[config.mk]
export PLATFORM = sky130hd
export DESIGN_NAME = token_bucket_rate_limiter
export DESIGN_NICKNAME = d
export VERILOG_FILES = /design/src/hdl/tbrl_pkg.sv /design/src/hdl/tbrl_div.sv /design/src/hdl/token_bucket_rate_limiter.sv
export SDC_FILE = /design/constraint.sdc
export NUM_CORES = 1
export LEC_CHECK = 0
export BUFFER_PORTS_ARGS = -buffer_cell sky130_fd_sc_hd__buf_2
export CORE_MARGIN = 3
export CORE_UTILIZATION = 25
export DETAILED_ROUTE_END_ITERATION = 16
export SLEW_MARGIN = 20
export SYNTH_ARGS = -nofsm -noshare
export SYNTH_HDL_FRONTEND = slang
export SYNTH_SLANG_ARGS = --single-unit
[constraint.sdc]
create_clock -name clk_i -period 6.9 [get_ports clk_i]
set_input_delay 0.69 -clock clk_i [delete_from_list [all_inputs] [get_ports clk_i]]
set_output_delay 0.69 -clock clk_i [all_outputs]
set_load 0.01 [all_outputs]
[src/hdl/tbrl_pkg.sv]
// Shared widths, register codes, reset values and types of the token bucket limiter.
package tbrl_pkg;

  localparam int unsigned TIME_WIDTH_DEF = 48;
  localparam int unsigned CAP_W          = 16;
  localparam int unsigned PERIOD_W       = 32;
  localparam int unsigned RUN_W          = 32;
  localparam int unsigned CFG_IDX_W      = 1;
  localparam int unsigned CFG_DATA_W     = 32;

  localparam logic [CFG_IDX_W-1:0] REG_CAPACITY = 1'b0;
  localparam logic [CFG_IDX_W-1:0] REG_PERIOD   = 1'b1;

  localparam logic [CAP_W-1:0]    CAP_RESET    = 16'd16;
  localparam logic [PERIOD_W-1:0] PERIOD_RESET = 32'd1000;
  localparam logic [RUN_W-1:0]    RUN_MAX      = {RUN_W{1'b1}};

  typedef struct packed {
    logic busy;
    logic done;
  } div_stat_t;

endpackage

[src/hdl/tbrl_div.sv]
// Restoring shift-subtract divider: one quotient bit per cycle.
module tbrl_div #(
  parameter int unsigned TIME_WIDTH = tbrl_pkg::TIME_WIDTH_DEF
) (
  input  logic                          clk_i,
  input  logic                          rst_ni,
  input  logic                          start_i,
  input  logic [TIME_WIDTH-1:0]         dividend_i,
  input  logic [tbrl_pkg::PERIOD_W-1:0] divisor_i,
  output tbrl_pkg::div_stat_t           stat_o,
  output logic [TIME_WIDTH-1:0]         quotient_o,
  output logic [tbrl_pkg::PERIOD_W-1:0] remainder_o
);

  localparam int unsigned PW    = tbrl_pkg::PERIOD_W;
  localparam int unsigned CNT_W = $clog2(TIME_WIDTH + 1);
  localparam logic [CNT_W-1:0] LAST_STEP = CNT_W'(TIME_WIDTH - 1);

  logic                  busy_q;
  logic                  done_q;
  logic [CNT_W-1:0]      cnt_q;
  logic [TIME_WIDTH-1:0] quo_q;
  logic [PW-1:0]         rem_q;
  logic [PW-1:0]         div_q;

  logic [PW:0] shifted;
  logic [PW:0] diff;
  logic        fits;

  // Bring down the next dividend bit and try the subtraction
  assign shifted = {rem_q, quo_q[TIME_WIDTH-1]};
  assign fits    = shifted >= {1'b0, div_q};
  assign diff    = shifted - {1'b0, div_q};

  always_ff @(posedge clk_i or negedge rst_ni) begin
    if (!rst_ni) begin
      busy_q <= 1'b0;
      done_q <= 1'b0;
      cnt_q  <= '0;
    end else begin
      done_q <= 1'b0;
      if (start_i) begin
        busy_q <= 1'b1;
        cnt_q  <= '0;
      end else if (busy_q) begin
        cnt_q <= cnt_q + CNT_W'(1);
        if (cnt_q == LAST_STEP) begin
          busy_q <= 1'b0;
          done_q <= 1'b1;
        end
      end
    end
  end

  always_ff @(posedge clk_i) begin
    if (start_i) begin
      quo_q <= dividend_i;
      rem_q <= '0;
      div_q <= divisor_i;
    end else if (busy_q) begin
      quo_q <= {quo_q[TIME_WIDTH-2:0], fits};
      rem_q <= fits ? diff[PW-1:0] : shifted[PW-1:0];
    end
  end

  assign stat_o.busy  = busy_q;
  assign stat_o.done  = done_q;
  assign quotient_o   = quo_q;
  assign remainder_o  = rem_q;

endmodule

[src/hdl/token_bucket_rate_limiter.sv]
// Token bucket rate limiter: request sequencer, bucket state and result register.
//
//   channel | direction | handshake               | payload
//   --------+-----------+-------------------------+----------------------------------
//   cfg     | in        | cfg_we_i                | cfg_idx_i, cfg_data_i
//   in      | in        | in_valid_i / in_ready_o | now_time_i
//   out     | out       | out_valid_o/out_ready_i | granted_o, suppressed_count_o
//
// A request that needs a refill passes through the serial divider, which yields one
// quotient bit per cycle, and then the update state; the first request and a timestamp
// behind the anchor skip the divider and go straight to the update state.
// in_ready_o is high only while the sequencer is idle; one request is in work at a time.
// A result waits in the output register; a stalled output holds the next request in
// its final step. Reset loads capacity 16, period 1000 and a full bucket; no clearing pass.
module token_bucket_rate_limiter #(
  parameter int unsigned TIME_WIDTH = tbrl_pkg::TIME_WIDTH_DEF
) (
  input  logic                            clk_i,
  input  logic                            rst_ni,
  input  logic                            cfg_we_i,
  input  logic [tbrl_pkg::CFG_IDX_W-1:0]  cfg_idx_i,
  input  logic [tbrl_pkg::CFG_DATA_W-1:0] cfg_data_i,
  input  logic                            in_valid_i,
  output logic                            in_ready_o,
  input  logic [TIME_WIDTH-1:0]           now_time_i,
  output logic                            out_valid_o,
  input  logic                            out_ready_i,
  output logic                            granted_o,
  output logic [tbrl_pkg::RUN_W-1:0]      suppressed_count_o
);

  localparam int unsigned CW = tbrl_pkg::CAP_W;
  localparam int unsigned PW = tbrl_pkg::PERIOD_W;
  localparam int unsigned RW = tbrl_pkg::RUN_W;

  typedef enum logic [2:0] {
    ST_IDLE = 3'b001,
    ST_DIV  = 3'b010,
    ST_UPD  = 3'b100
  } state_e;

  state_e                state_q, state_d;
  logic [CW-1:0]         cap_q;
  logic [PW-1:0]         period_q;
  logic                  anchored_q;
  logic [TIME_WIDTH-1:0] last_q;
  logic [CW-1:0]         tokens_q;
  logic [RW-1:0]         run_q;
  logic [TIME_WIDTH-1:0] now_q;
  logic                  skip_q;
  logic                  out_valid_q;
  logic                  granted_q;
  logic [RW-1:0]         supp_q;

  tbrl_pkg::div_stat_t   div_stat;
  logic [TIME_WIDTH-1:0] quotient;
  logic [PW-1:0]         remainder;

  logic                  in_accept;
  logic                  behind;
  logic                  div_start;
  logic                  commit;
  logic [CW-1:0]         room;
  logic [CW-1:0]         refilled;
  logic [CW-1:0]         cfg_cap;
  logic [PW-1:0]         cfg_period;

  assign in_ready_o = (state_q == ST_IDLE);
  assign in_accept  = in_valid_i && in_ready_o;
  assign behind     = now_time_i < last_q;
  assign div_start  = in_accept && anchored_q && !behind;
  assign commit     = (state_q == ST_UPD) && (!out_valid_q || out_ready_i);

  // Zero capacity or period behaves as one
  assign cfg_cap    = (cfg_data_i[CW-1:0] == '0) ? CW'(1) : cfg_data_i[CW-1:0];
  assign cfg_period = (cfg_data_i[PW-1:0] == '0) ? PW'(1) : cfg_data_i[PW-1:0];

  assign room = cap_q - tokens_q;

  always_comb begin
    if (skip_q) begin
      refilled = tokens_q;
    end else if (quotient >= TIME_WIDTH'(room)) begin
      refilled = cap_q;
    end else begin
      refilled = tokens_q + quotient[CW-1:0];
    end
  end

  tbrl_div #(
    .TIME_WIDTH(TIME_WIDTH)
  ) u_div (
    .clk_i      (clk_i),
    .rst_ni     (rst_ni),
    .start_i    (div_start),
    .dividend_i (now_time_i - last_q),
    .divisor_i  (period_q),
    .stat_o     (div_stat),
    .quotient_o (quotient),
    .remainder_o(remainder)
  );

  always_comb begin
    state_d = state_q;
    case (state_q)
      ST_IDLE: begin
        if (in_accept) begin
          state_d = div_start ? ST_DIV : ST_UPD;
        end
      end
      ST_DIV: begin
        if (div_stat.done) begin
          state_d = ST_UPD;
        end
      end
      ST_UPD: begin
        if (commit) begin
          state_d = ST_IDLE;
        end
      end
      default: state_d = ST_IDLE;
    endcase
  end

  always_ff @(posedge clk_i or negedge rst_ni) begin
    if (!rst_ni) begin
      state_q     <= ST_IDLE;
      cap_q       <= tbrl_pkg::CAP_RESET;
      period_q    <= tbrl_pkg::PERIOD_RESET;
      anchored_q  <= 1'b0;
      last_q      <= '0;
      tokens_q    <= tbrl_pkg::CAP_RESET;
      run_q       <= '0;
      out_valid_q <= 1'b0;
    end else begin
      state_q <= state_d;

      if (cfg_we_i) begin
        case (cfg_idx_i)
          tbrl_pkg::REG_CAPACITY: begin
            cap_q    <= cfg_cap;
            tokens_q <= cfg_cap;
          end
          tbrl_pkg::REG_PERIOD: period_q <= cfg_period;
          default: ;
        endcase
      end

      // Anchor on the first request, re-anchor when time runs backwards
      if (in_accept && !div_start) begin
        anchored_q <= 1'b1;
        last_q     <= now_time_i;
      end

      if (commit) begin
        out_valid_q <= 1'b1;
        // Advance the anchor by whole periods: now minus the leftover part
        if (!skip_q) begin
          last_q <= now_q - TIME_WIDTH'(remainder);
        end
        if (refilled == '0) begin
          tokens_q <= refilled;
          if (run_q != tbrl_pkg::RUN_MAX) begin
            run_q <= run_q + RW'(1);
          end
        end else begin
          tokens_q <= refilled - CW'(1);
          run_q    <= '0;
        end
      end else if (out_valid_q && out_ready_i) begin
        out_valid_q <= 1'b0;
      end
    end
  end

  always_ff @(posedge clk_i) begin
    if (in_accept) begin
      now_q  <= now_time_i;
      skip_q <= !div_start;
    end
    if (commit) begin
      granted_q <= (refilled != '0);
      supp_q    <= (refilled != '0) ? run_q : '0;
    end
  end

  assign out_valid_o        = out_valid_q;
  assign granted_o          = granted_q;
  assign suppressed_count_o = supp_q;

endmodule

## Word-level counts from Yosys, hierarchy flattened

Cells that the tools add are included.

- Muxes and demuxes: 31
- Magnitude comparators: 3
- Bitwise operators: 1
- Reductions and logical operators: 22
- Add/subtract/negate cells: 8
- Equal/unequal tests: 10

Operators by type and width:

| cell | count |
|---|---|
| 48-bit two-way mux | 5 |
| 32-bit two-way mux | 4 |
| 16-bit two-way mux | 7 |
| 48-bit by 16-bit greater-or-equal comparator with 1-bit output | 1 |
| 48-bit less-than comparator | 1 |
| 48-bit by 32-bit subtractor with 48-bit output | 1 |
| 48-bit subtractor | 1 |
| 33-bit by 32-bit greater-or-equal comparator with 1-bit output | 1 |
| 32-bit by 1-bit adder with 32-bit output (second input constant) | 1 |
| 16-bit zero test | 2 |
| 32-bit zero test | 1 |
| 32-bit != test (second input constant) | 1 |
| 32-bit subtractor | 1 |
| 16-bit adder | 1 |
| 16-bit nonzero test | 1 |
| 16-bit by 1-bit subtractor with 16-bit output (second input constant) | 1 |
| 16-bit subtractor | 1 |
| 3-bit two-way mux | 4 |
| 6-bit two-way mux | 2 |
| 3-bit case mux with 3 select lines | 1 |
| 1-bit two-way mux | 8 |
| 2-bit by 1-bit != test with 1-bit output (second input constant) | 4 |
| 2-bit AND reduction | 4 |
| 6-bit by 1-bit adder with 6-bit output (second input constant) | 1 |
| other kinds (11) | 20 |

- Output and inout bits: 35
- Logic and storage cells: 93
- Bits in registers: 351
- Input bits: 86

## Logic depth before layout (Yosys ltp)

- Depth after elaboration: 9
- Mapped depth: 32
- Mapped depth without buffers: 29

## By module

From an unflattened synthesis, not the netlist that was laid out.

- Cells, all modules: 2434
- Area, all modules: 23616.4 um2

Modules (own cells, without submodules):

| module | cells each | area each (um2) | times used |
|---|---|---|---|
| token_bucket_rate_limiter | 1797 | 16811.1 | 1 |
| tbrl_div | 637 | 6805.3 | 1 |

## Least setup slack after synthesis

No wires, ideal clock.

- Path type: reg-to-reg
- Start point: register cap_q[0]
- End point: register supp_q[10], in the netlist suppressed_count_o[10] (data pin)
- Arrival time: 6510 ps
- Cell stages (with the launch flop): 32
- Path slack: 135 ps
- Period minus slack after synthesis: 6765 ps
- Setup time: 255 ps
- Buffers on the path: 4
- Path through: dfrtp_1 -> inv_1 -> ha_1 -> inv_1 -> fa_1 -> a21o_1 -> a21oi_1 -> o21ai_0 -> a21oi_1 -> o21bai_1 -> a21oi_1 -> o21ai_0 -> o41ai_1 -> o21bai_1 -> a21oi_1 -> xor2_1 -> ha_1 -> o21ai_0 -> nor2_1 -> or4_1 -> clkbuf_1 -> nor4_1 -> buf_4 -> mux2_2 -> mux2i_1 -> ha_1 -> and4b_1 -> nor4b_4 -> inv_4 -> buf_6 -> clkbuf_1 -> and2_1

- Cells in the longest elaborated chain, start to end: 5

RTL lines:

| what | line | RTL |
|---|---|---|
| start, declared | token_bucket_rate_limiter.sv:43 | `logic [CW-1:0] cap_q;` |
| start signal, assigned | token_bucket_rate_limiter.sv:128 | `cap_q <= tbrl_pkg::CAP_RESET;` |
| start signal, assigned | token_bucket_rate_limiter.sv:141 | `cap_q <= cfg_cap;` |
| 16-bit subtractor | token_bucket_rate_limiter.sv:78 | `assign room = cap_q - tokens_q;` |
| 48-bit by 16-bit greater-or-equal comparator with 1-bit output | token_bucket_rate_limiter.sv:83 | `end else if (quotient >= TIME_WIDTH'(room)) begin` |
| 16-bit two-way mux (*) | token_bucket_rate_limiter.sv:83 |  |
| 16-bit two-way mux (*) | token_bucket_rate_limiter.sv:81 | `if (skip_q) begin` |
| 16-bit nonzero test (*) | token_bucket_rate_limiter.sv:183 | `supp_q <= (refilled != '0) ? run_q : '0;` |
| end signal, assigned | token_bucket_rate_limiter.sv:183 |  |
| end, declared | token_bucket_rate_limiter.sv:53 | `logic [RW-1:0] supp_q;` |

Mark *: on every way between the ends. The rest lies on a longest branch, timed or not.
A chain may end at the register's enable or synchronous reset.

## Worst setup path in the final report

- Start point: register cap_q[0]
- End point: register tokens_q[10]

- Cells in the longest elaborated chain, start to end: 7
- Elaborated cells on any way between the ends: 8

RTL lines:

| what | line | RTL |
|---|---|---|
| 16-bit subtractor | token_bucket_rate_limiter.sv:78 |  |
| 48-bit by 16-bit greater-or-equal comparator with 1-bit output | token_bucket_rate_limiter.sv:83 |  |
| 16-bit two-way mux (*) | token_bucket_rate_limiter.sv:83 |  |
| 16-bit two-way mux (*) | token_bucket_rate_limiter.sv:81 |  |
| 16-bit by 1-bit subtractor with 16-bit output / 16-bit zero test (equally long branches) | token_bucket_rate_limiter.sv:167, token_bucket_rate_limiter.sv:161 |  |
| 16-bit two-way mux (*) | token_bucket_rate_limiter.sv:161 | `if (refilled == '0) begin` |
| 16-bit two-way mux (*) | token_bucket_rate_limiter.sv:155 | `if (commit) begin` |
| end signal, assigned | token_bucket_rate_limiter.sv:142 | `tokens_q <= cfg_cap;` |
| end signal, assigned | token_bucket_rate_limiter.sv:162 | `tokens_q <= refilled;` |
| end signal, assigned | token_bucket_rate_limiter.sv:167 | `tokens_q <= refilled - CW'(1);` |
| end, declared | token_bucket_rate_limiter.sv:47 | `logic [CW-1:0] tokens_q;` |

Marks and branches as above.

==> impl.org <==
** Place
- In this run the cell area measured after placement is 0.0250 sq mm.
- Once detailed placement completed, the half-perimeter wirelength came to 49,400 microns.
- At the end of routability-driven placement, the weighted congestion stood at 0.859.
- Timing analysis after detailed placement gives a worst setup slack of -0.0466 ns.
- Buffers added on ports :: 120

** Worst setup path
- Start point of the critical path :: cap_q[0]$_DFFE_PN0P_
- Count of cell instances traversed by the critical path :: 31
- Startpoint-to-endpoint class of the critical path :: reg -> reg
- Data on the critical path arrives at its endpoint at 6.97 ns.
- Of all nets on the critical path, the largest fanout is 6.
- Category of the worst setup path capture point :: register
- In this design, the largest share of critical-path delay is due to compound AO/OA/AOI/OAI gates.
- Measured in cells, the most critical reg-to-reg path has a length of 31.
- For flop-to-flop paths, the worst setup slack is 0.36 ns.
- In this run the worst setup path terminates at tokens_q[10]$_DFFE_PN0P_.
- Beginning of the worst register-to-register path :: cap_q[0]$_DFFE_PN0P_
- Req. time, crit path :: 7.33 ns
- The critical path contains buffers and inverters numbering 6 combined.
- End of the worst register-to-register path :: tokens_q[10]$_DFFE_PN0P_
- The worst setup path is launched from a register.
- Crit path max-delay cell type :: or4_4
- Crit path largest cell delay :: 0.51 ns

** Floorplanning
- Starting density of the core :: 25.3%
- X dimension of the die :: 308 microns
- IO Count :: 121
- The floorplan has 110 rows.
- Die Y :: 308 microns
- The core region is 0.0901 sq mm.
- The floorplan step defined a die boundary enclosing 0.0947 sq mm.

** Routing
- Initial DRT Pass Iterations :: 5
- The count of nets left with antenna violations once routing finished came out at 0.
- For this run, design rule violations remaining after detail routing come to 0.
- Wires add up to 65,300 microns.
- Routed WL per cell :: 17.1 microns
- Using the TritonRoute via totals, the vias-per-cell ratio works out to 4.86.
- DR vias :: 18,500
- For this block, the initial DRC count from the detailed router was 1,227.

** Clock tree
- Cell at the root of the clock tree :: clkbuf_16
- TritonCTS clock tree :: done
- In this run the number of H-tree levels came out at 2.
- CTS saw 351 sinks.
- In this run the deepest clock path goes through 3 buffers.
- Hold-fix buffer count after cts :: 0
- Source-to-sink clock delay at the later pin of the worst-skew pair :: 0.59 ns
- Register clock-pin slew on the reported worst setup and hold paths :: 0.06 ns
- Counting the buffers created by CTS gives 42.

** Final layout
- Compared with the post-synthesis result, the final layout area differs by 17.1%.
- Final Util :: 29.6%
- The finished cells cover 0.0266 sq mm.
- In the final layout, the share of cells above drive strength 1 is 13.6%.
- Final net count :: 2,850

** Power and ir drop
- The analysis attributes to cell leakage a power of 11.3 nW.
- PD cells :: 481 mW/mm^2
- Overall power consumption after layout is estimated at 12.8 mW.
- VDD sags by at most 0.198 mV.

** Run
- Number of maximum-capacitance violations :: 0

** STA
- Setup violations remaining at the end of the flow were counted as 0.
- The number of endpoints with negative hold slack in the final report was 0.
- The worst path needs 6.54 ns of the cycle, external delays included.
- F_max :: 153 MHz
- Pin slew with the least headroom to its limit :: 0.970 ns
- Headroom to the max-slew limit came out at 35.3%.
- The worst path uses 94.7% of the clock period.
- Max Clock Skew :: 0.0424 ns
- Across all setup checks in the final design, the least slack found is 0.363 ns.
- The number of slew-limit violations in the final report came to 0.

** Outcome
- The run finished with clean final reports.

** Global route
- The number of global-route vias before repair came to 17,800.
- Initial antenna violation count :: 10
- Entering global routing, the biggest net connects 111 pins.
- The first global-routing pass estimated 102,000 microns of wire.
- Gr ovfl total :: 0
- Total global-route track usage :: 13.5%

** Synthesis
- Yosys attributes the largest share of cell area to edfxtp_1 (21%), dfrtp_1 (16%), ha_1 (8.9%), o21ai_0 (4.5%), a21oi_1 (4.3%).
- Of all flip-flops after synthesis, the portion carrying an async set or reset was 44.7%.
- For this run, the register share of the synthesized area comes to 41.5%.
- Counting every net in the synthesized netlist gives 2,703.
- Top cell type's share of synthesized area :: 21.4%
- Commonest register cell after synthesis :: edfxtp_1
- The Yosys step of the flow raised 0 warnings.
- The largest total area in the synthesized netlist belongs to edfxtp_1.
- Yosys mapped the design onto 78 distinct sky130hd cell types.
- The synthesized netlist occupies a cell area of 0.0228 sq mm.
- A synthesized cell averages 9.29 sq um.
- Post-synth EDFFs :: 162
- After technology mapping, the gate count stands at 2,450.
- The synthesized design contains 351 register bits.

** Min path
- The path class of the tightest hold or removal check is in -> async.
-- stage by stage --
stage	setup TNS [ns]	std cells	hold WS, ns
after floorplan	0	2450	0.394
after global placement	-0.00132	3720	0.427
after detailed placement	-0.432	3720	0.431
after CTS	0	3798	0.218
after global routing	-0.263	3808	0.254
final	0	3811	0.173
-- cell families after synthesis --
group / after synthesis / share of synthesized area (%)
AO/OA/AOI/OAI: 691 / 18.8
buffers and inverters: 277 / 4.67
multiplexers: 98 / 4.51
AND/OR/NAND/NOR: 718 / 15.5
adder cells (fa/ha/maj): 167 / 9.34
XOR/XNOR: 148 / 5.69
flip-flops: 351 / 41.5
-- cell usage in the layout (no fill, tap or decap), drive strengths merged, types with 28 or more instances in the layout --
cell type    n
nand2      253
nand2b      28
nor2       126
a21oi      194
nand4       33
o21ai      210
edfxtp     162
mux2        36
inv        189
nand3       54
nor2b       32
dfrtp      148
xor2        70
a211oi      33
buf        192
mux2i       62
nor3        31
and2        34
clkbuf      57
a21o        81
ha         162
xnor2       78
dfxtp       32
-- sequential cells by signal (all words and copies together) (netlist names) --
name,flops
anchored_q,1
now_q,48
run_q,32
last_q,48
u_div.done_q,1
state_q,3
granted_o,1
skip_q,1
u_div.quotient_o,48
u_div.cnt_q,6
cap_q,16
suppressed_count_o,32
tokens_q,16
u_div.busy_q,1
u_div.remainder_o,32
out_valid_o,1
period_q,32
u_div.div_q,32
-- worst min-delay path by stage --
stage | endpoint | cells after the start
2_1_floorplan | anchored_q$_DFFE_PN0P_ | 0
3_3_place_gp | u_div.div_q[22]$_DFFE_PP_ | 0
3_5_place_dp | u_div.div_q[0]$_DFFE_PP_ | 0
4_1_cts | period_q[23]$_DFFE_PN0P_ | 1
5_1_grt | period_q[22]$_DFFE_PN0P_ | 1
6_report | period_q[22]$_DFFE_PN0P_ | 1
-- synthesized netlist by cell type, types with 13 or more instances --
| cell type | n |
|---|---|
| and3_1 | 21 |
| o211ai_1 | 14 |
| or3_1 | 27 |
| dfxtp_1 | 32 |
| xor2_1 | 70 |
| inv_1 | 185 |
| o21ai_0 | 204 |
| o21bai_1 | 13 |
| nand3_1 | 54 |
| xnor2_1 | 78 |
| o21a_1 | 23 |
| and2_1 | 34 |
| nand4_1 | 33 |
| a31oi_1 | 19 |
| dfrtp_1 | 148 |
| nor2b_1 | 32 |
| nor3_1 | 31 |
| or4_1 | 13 |
| o31ai_1 | 25 |
| edfxtp_1 | 162 |
| mux2i_1 | 62 |
| nor2_1 | 126 |
| ha_1 | 162 |
| a21oi_1 | 194 |
| a211oi_1 | 33 |
| mux2_2 | 36 |
| nand2_1 | 253 |
| a21o_1 | 81 |
| nand2b_1 | 28 |
| clkbuf_1 | 76 |
| nor4_1 | 26 |
-- cell type report --
class | instances | area [sq um]
antenna | 4 | 10.0
clock buffer | 57 | 1150
clock inverter | 21 | 233
fill | 9433 | 63500
inverter | 187 | 716
multi-input combinational | 1822 | 12400
sequential | 351 | 9450
tap | 1176 | 1470
timing repair buffer | 192 | 1180
timing repair inverter | 1 | 5.00
-- repair_timing --
action,in CTS,in global routing
resized for setup,3,33
cloned,0,2
pin swaps,0,17
buffers inserted,0,7
setup endpoints to repair,63,81
-- layer usage --
metal / share of wire, % / vias up / track usage, %
met2: 47 / 369 / 22.5
li1: - / 9174 / -
met5: 0.098 / - / 0
met3: 4.6 / 116 / 2.19
met4: 3.7 / 10 / 5.01
met1: 44 / 8855 / 17.6
-- power by group --
part           leakage [nW]  internal, mW  switching, mW
registers              3.79          2.98          0.512
clock network         0.674          1.29          0.959
logic                  6.84          3.00           4.08
-- worst reg2reg max path: cells and delay by family (launching register included) --
family	cells	cell delay [ns]
compound gates	15	2.47
simple gates	5	1.58
buf+inv	6	0.87
fa+ha+maj	3	0.77
flops	1	0.39
xor+xnor	2	0.33
No activity file was read; power rests on OpenSTA's default activity.
